**src/rtl/core/cau_pkg.sv**
```systemverilog
`timescale 1ns / 1ps
`default_nettype none
// ----------------------------------------------------------------------------
// cau_pkg
// Shared widths, operation codes and stage records for the complex ALU.
// ----------------------------------------------------------------------------
package cau_pkg;
    localparam int DW = 16;
    localparam int FB = 8;
    localparam int PW = 2 * DW;          // product width
    localparam int SW = PW + 1;          // sum of two products
    localparam int MW = SW - 1;          // magnitude of that sum
    localparam int NW = MW + FB;         // widened numerator
    localparam int QW = DW + 1;          // quotient bits kept (enough to detect saturation)
    localparam int QIW = $clog2(QW);     // quotient bit index
    localparam int DENW = PW;            // |b|^2 width (unsigned, fits 2*DW bits)

    localparam logic [1:0] FUNC_ADD = 2'd0;
    localparam logic [1:0] FUNC_SUB = 2'd1;
    localparam logic [1:0] FUNC_MUL = 2'd2;
    localparam logic [1:0] FUNC_DIV = 2'd3;

    typedef struct packed {
        logic [1:0]          func;
        logic                dz;
        logic                re_neg;
        logic                im_neg;
        logic [NW-1:0]       re_rem;
        logic [NW-1:0]       im_rem;
        logic [QW-1:0]       re_q;
        logic [QW-1:0]       im_q;
        logic                re_big;
        logic                im_big;
        logic [DENW-1:0]     den;
    } div_ctx_t;
endpackage
`default_nettype wire

```
**src/rtl/core/cau_div_stage.sv**
```systemverilog
`timescale 1ns / 1ps
`default_nettype none
// ----------------------------------------------------------------------------
// cau_div_stage
// One registered restoring-division stage working both result parts.
// ----------------------------------------------------------------------------
module cau_div_stage
    import cau_pkg::*;
(
    input  wire logic           clk,
    input  wire logic           rst_n,
    input  wire logic           en,
    input  wire logic [QIW-1:0] bit_idx,
    input  wire logic           vin,
    input  wire div_ctx_t       din,
    output logic                vout,
    output div_ctx_t            dout
);
    div_ctx_t next_c;
    logic [NW+DENW:0] dsh;
    logic [NW+DENW:0] rr;
    logic [NW+DENW:0] ri;

    always_comb
    begin
        next_c = din;
        dsh = {{(NW+1){1'b0}}, din.den} << bit_idx;
        rr = {{(DENW+1){1'b0}}, din.re_rem};
        ri = {{(DENW+1){1'b0}}, din.im_rem};
        if (rr >= dsh)
        begin
            next_c.re_rem = NW'(rr - dsh);
            next_c.re_q[bit_idx] = 1'b1;
        end
        if (ri >= dsh)
        begin
            next_c.im_rem = NW'(ri - dsh);
            next_c.im_q[bit_idx] = 1'b1;
        end
    end

    always_ff @(posedge clk or negedge rst_n)
    begin
        if (!rst_n)
            vout <= 1'b0;
        else if (en)
            vout <= vin;
    end

    always_ff @(posedge clk)
    begin
        if (en)
            dout <= next_c;
    end
endmodule
`default_nettype wire

```
**config.mk**
```make
export PLATFORM = sky130hd
export DESIGN_NAME = cau_div_stage
export DESIGN_NICKNAME = d
export VERILOG_FILES = /design/src/rtl/core/cau_pkg.sv /design/src/rtl/core/cau_div_stage.sv
export SDC_FILE = /design/constraint.sdc
export NUM_CORES = 1
export LEC_CHECK = 0
export BUFFER_PORTS_ARGS = -buffer_cell sky130_fd_sc_hd__buf_4
export CAP_MARGIN = 30
export CORE_AREA = 2 2 171 173
export DETAILED_ROUTE_END_ITERATION = 8
export DIE_AREA = 0 0 173 175
export GPL_TIMING_DRIVEN = 1
export HOLD_SLACK_MARGIN = 0.12
export PLACE_DENSITY_LB_ADDON = 0.12
export RECOVER_POWER = 25
export SLEW_MARGIN = 30
export SYNTH_ARGS = -nofsm -noshare
export SYNTH_HDL_FRONTEND = slang
export SYNTH_SLANG_ARGS = --single-unit
export TNS_END_PERCENT = 20
```
**constraint.sdc**
```tcl
create_clock -name clk -period 0.8 [get_ports clk]
set_input_delay 0.2 -clock clk [delete_from_list [all_inputs] [get_ports clk]]
set_output_delay 0.2 -clock clk [all_outputs]
set_load 0.03 [all_outputs]
```
After elaboration in Yosys (flattened, before gate mapping)
Cells that the tools add are included.
{"block": "totals", "wordCells": 28, "inputBits": 162, "output_inout_bits": 154, "register_bits": 154}
{"block": "op_classes", "order_cmp": 4, "n_shift": 1, "mux": 6, "n_addsub": 2, "n_reduce_logical": 1, "bitwise": 2}
{"cell": "40-bit by 73-bit >= comparator with 1-bit output", "count": 2}
{"cell": "40-bit 2-to-1 mux", "count": 2}
{"cell": "40-bit subtractor", "count": 2}
{"cell": "32-bit by 5-bit << shifter with 73-bit output", "count": 1}
{"cell": "17-bit 2-to-1 mux", "count": 2}
{"cell": "17-bit bitwise OR", "count": 2}
{"cell": "5-bit by 6-bit < comparator with 1-bit output (second input constant)", "count": 1}
{"cell": "1-bit demux with 5-bit select", "count": 1}
{"cell": "5-bit by 1-bit >= comparator with 1-bit output (second input constant)", "count": 1}
{"cell": "1-bit logical AND", "count": 1}
{"cell": "1-bit 2-to-1 mux", "count": 1}

Depth between registers and ports, before layout
{"block": "logic_depth", "depth_word": 6, "depth_mapped": 27, "depth_no_buf": 18}

Worst setup path before layout
No wires, ideal clock.
{"block": "synth_timing", "path_type": "input-to-reg", "start": "input bit_idx[0]", "end": "register dout[51] (netlist bit), data pin", "path_stages": 23, "arrival_time_ns": 4.930, "path_slack_ns": -4.384, "required_ns": 0.546, "setup_time_ns": 0.254, "path_buffers": 9, "cell_sequence": "buf_6 > buf_6 > buf_4 > buf_2 > buf_1 > clkbuf_1 > a211oi_1 > a21oi_1 > mux2i_1 > or3_1 > ha_1 > clkbuf_1 > nand2_1 > o21ai_0 > nor4_1 > a21oi_1 > a41oi_1 > a211oi_1 > o31a_1 > buf_4 > buf_6 > and2_1 > a21o_1"}
{"element": "from (decl)", "line_no": "cau_div_stage.sv:13", "text": "input wire logic [QIW-1:0] bit_idx,"}
{"element": "to (signal assigned)", "line_no": "cau_div_stage.sv:53", "text": "dout <= next_c;"}
{"element": "to (decl)", "line_no": "cau_div_stage.sv:17", "text": "output div_ctx_t dout"}

==> out/qor.yml <==
ys.flop_type: "edfxtp_1"
slew_violations: 0
grt.total_usage_pct: 31.9
final.fill_count: 2093
synth.avg_cell_area_um2: 10.0
finalCriticalPeriod_ns: 3.90
post-route-period-util_pct: 488
seq_power_share_pct: 27.3
syn-num-nets: 1496
critPathMaxStageDelay_ns: 0.55
clock.fmax_ghz: 0.256
status: "complete, but fails checks"
clk_latency_ns: 0.44
path_max_fanout: 8
dp_hpwl_um: 36900
final_cell_area_mm2: 0.0211
wl_per_cell_um: 20.3
row_count: 62
totalWireLength_um: 49500
cp-end-kind: "flip-flop"
synth_edf_count: 153
yosysSeqAreaShare_pct: 36.7
fin_tns_setup_ns: -410.09
ys_ff_latch: 154
cts_tree: "done"
grt_setup_unrepaired: "yes"
crit_buf_inv: 6
vias: 13600
gp_congestion: 0.976
path_delay_family: "multiplexers"
path_clk_slew_ns: 0.07
die_y_um: 175
max_slew.worst_pin.slew_ns: 0.743
synth.distinct_cells: 78
numPortBuffers: 315
fin_util_pct: 74.4
swShare_pct: 37.2
pwr-share-comb_pct: 50.2
grt_pass1_vias: 13600
ant_nets: 0
grt_max_degree: 31
via_per_inst: 5.59
dpl_cell_area_mm2: 0.0184
cp_data_required_time_ns: 0.99
worstHoldPathType: "in2reg"
clockPowerShare_pct: 22.5
max-cap-violations: 0
io_pins: 316
cts_buffers: 17
die-area_mm2: 0.0303
finClkSkew_ns: 0
internal_power_mw: 23.3
drc: 0
p_leak_nw: 9.36
start_kind: "input port"
crit_chain: "buf_16 > buf_8 > mux4_2 > mux2_4 > mux2i_4 > nor2_2 > a21oi_2 > buf_6 > ha_4 > nand4_1 > or3_4 > buf_6 > o41ai_4 > o211ai_1 > a21boi_4 > buf_12 > buf_12 > mux2_4"
fin_nets: 2286
numClockSinks: 154
drt_first_pass_iters: 5
synthCells: 1252
syn_to_final_growth_pct: 68.0
cp.arrival_ns: 4.09
cts-root-buf: "clkbuf_16"
dieWidth_um: 173
critPathSlowestCell: "mux4_2"
violations: "negative setup slack"
yosys_warnings: 0
coreArea_mm2: 0.0284
async_flop_share_pct: 0.649
antenna_found_initial: 0
max_slew_margin_pct: 50.3
vdd_ir_drop_max_v: 0.00127
hold_viol: 0
setup_viol: 403
grt.overflow.total: 0
insertedDiodeCount: 0
p_switching_mw: 13.8
regToRegSetupSlack_ns: 0.06
grt_pass1_wl_um: 75400
path_class: "in2reg"
layout_setup_ws_ns: -3.10
powerDensity_mw_per_mm2: 1750
cts_max_level: 4
initial_core_util_pct: 44.3
clock_path_buffers: 2
drt_iter0_markers: 1125
synthesis.area_mm2: 0.0126
final_layout_size_suffix_gt1_share_pct: 52.3
flip-flops by register name, indices dropped and copies added, names as in the netlist:
name  flops
vout      1
dout    153
per-stage QoR:
step	cells	worst slack (ns)	hold slack (ns)	power (mW)
4_1_cts	2430	-3.10	-0.000257	36.2
5_1_grt	2439	-3.21	0.00452	38.7
3_5_place_dp	2314	-4.01	-0.0234	26.2
3_3_place_gp	2314	-3.98	-0.0249	26.1
2_1_floorplan	1252	-3.62	-0.0956	18.7
6_report	2439	-3.10	0.0156	37.1
logic make-up (layout without fill, tap and decap cells):
| group | after synthesis | in the layout | share of synthesized area (%) |
|---|---|---|---|
| xor gates and xnor gates | 69 | 69 | 4.80 |
| DFF | 154 | 154 | 36.7 |
| adders and majority gates | 82 | 82 | 8.27 |
| and+or+nand+nor | 341 | 341 | 13.0 |
| buffers and inverters | 87 | 890 | 3.36 |
| AOI/OAI and AO/OA | 388 | 388 | 20.4 |
| muxes | 131 | 131 | 13.4 |
power by group through the flow:
stage	Combinational, mW	Sequential [mW]	Clock [mW]
final	18.6	10.1	8.35
after global routing	19.8	10.2	8.74
after CTS	17.6	10.1	8.49
after detailed placement	16.0	10.3	0
after global placement	15.8	10.3	0
after floorplan	6.86	11.9	0
cell usage after synthesis (all sizes together), types with 9 or more instances:
master	count	share of area, %
o21bai	9	0.54
ha	80	8.0
a21oi	115	4.6
mux4	22	3.9
a211oi	21	1.3
nor2b	30	1.5
o21ai	63	2.5
nor2	91	2.7
nand4	15	0.75
edfxtp	153	37
nor3	19	0.76
clkbuf	33	0.98
buf	29	1.6
o211ai	9	0.54
nand2	101	3.0
and3	13	0.65
and2	9	0.45
xnor2	49	3.4
a31oi	14	0.70
mux2	83	7.4
mux2i	26	2.1
nand2b	10	0.50
or3	10	0.50
xor2	20	1.4
nand3	22	0.88
o21a	13	0.78
inv	25	0.75
a21o	52	3.1
a31o	19	1.3
metal layers:
layer,global-route usage (%),up-vias,wire (um)
li1,-,6405,-
met1,41.1,6556,20700
met5,0,-,0
met3,4.98,65,3400
met4,8.05,0,1030
met2,56.0,597,24400
final timing paths:
| kind | start | to | cells after the start |
|---|---|---|---|
| worst max-delay path | bit_idx[0] | dout[87]$_DFFE_PP_ | 18 |
| worst min-delay path | din[67] | dout[67]$_DFFE_PP_ | 2 |
| worst max register to register | vout$_DFFE_PN0P_ | vout$_DFFE_PN0P_ | 1 |
| worst min register to register | vout$_DFFE_PN0P_ | vout$_DFFE_PN0P_ | 1 |
| max in group asynchronous | rst_n | vout$_DFFE_PN0P_ | 3 |
| min in group asynchronous | rst_n | vout$_DFFE_PN0P_ | 3 |
area by class of cell:
class	instances	area, um^2	share of cell area [%]
timing repair buffer	833	6730	31.8
clock inverter	15	175	0.829
multi-input combinational	1011	8610	40.7
sequential	154	4620	21.9
tap	384	480	2.27
clock buffer	17	425	2.01
inverter	25	93.8	0.444
timing repair:
item,in CTS,in global routing
hold buffers,50,1
setup buffers,29,12
gates cloned,6,2
pin swaps,21,42
setup endpoints to repair,268,270
hold endpoints to repair,142,92
gates resized for setup,158,106
cell usage in the layout, fill, tap and decap left out, types with 14 or more instances in the layout:
cell type / n
mux2_2: 35
mux4_2: 22
dlygate4sd3_1: 51
nand2_1: 91
nor3_1: 15
buf_12: 16
a211oi_1: 14
mux2i_1: 20
buf_4: 739
ha_4: 20
ha_1: 59
a21oi_1: 83
a21o_1: 52
clkbuf_16: 19
nand4_1: 15
nor2b_1: 27
nand3_1: 19
xor2_1: 20
o21ai_0: 39
inv_1: 22
a21oi_2: 27
xnor2_1: 48
a31o_2: 17
nor2_1: 84
mux2_4: 45
edfxtp_1: 153
No activity file was read; power rests on OpenSTA's default activity.
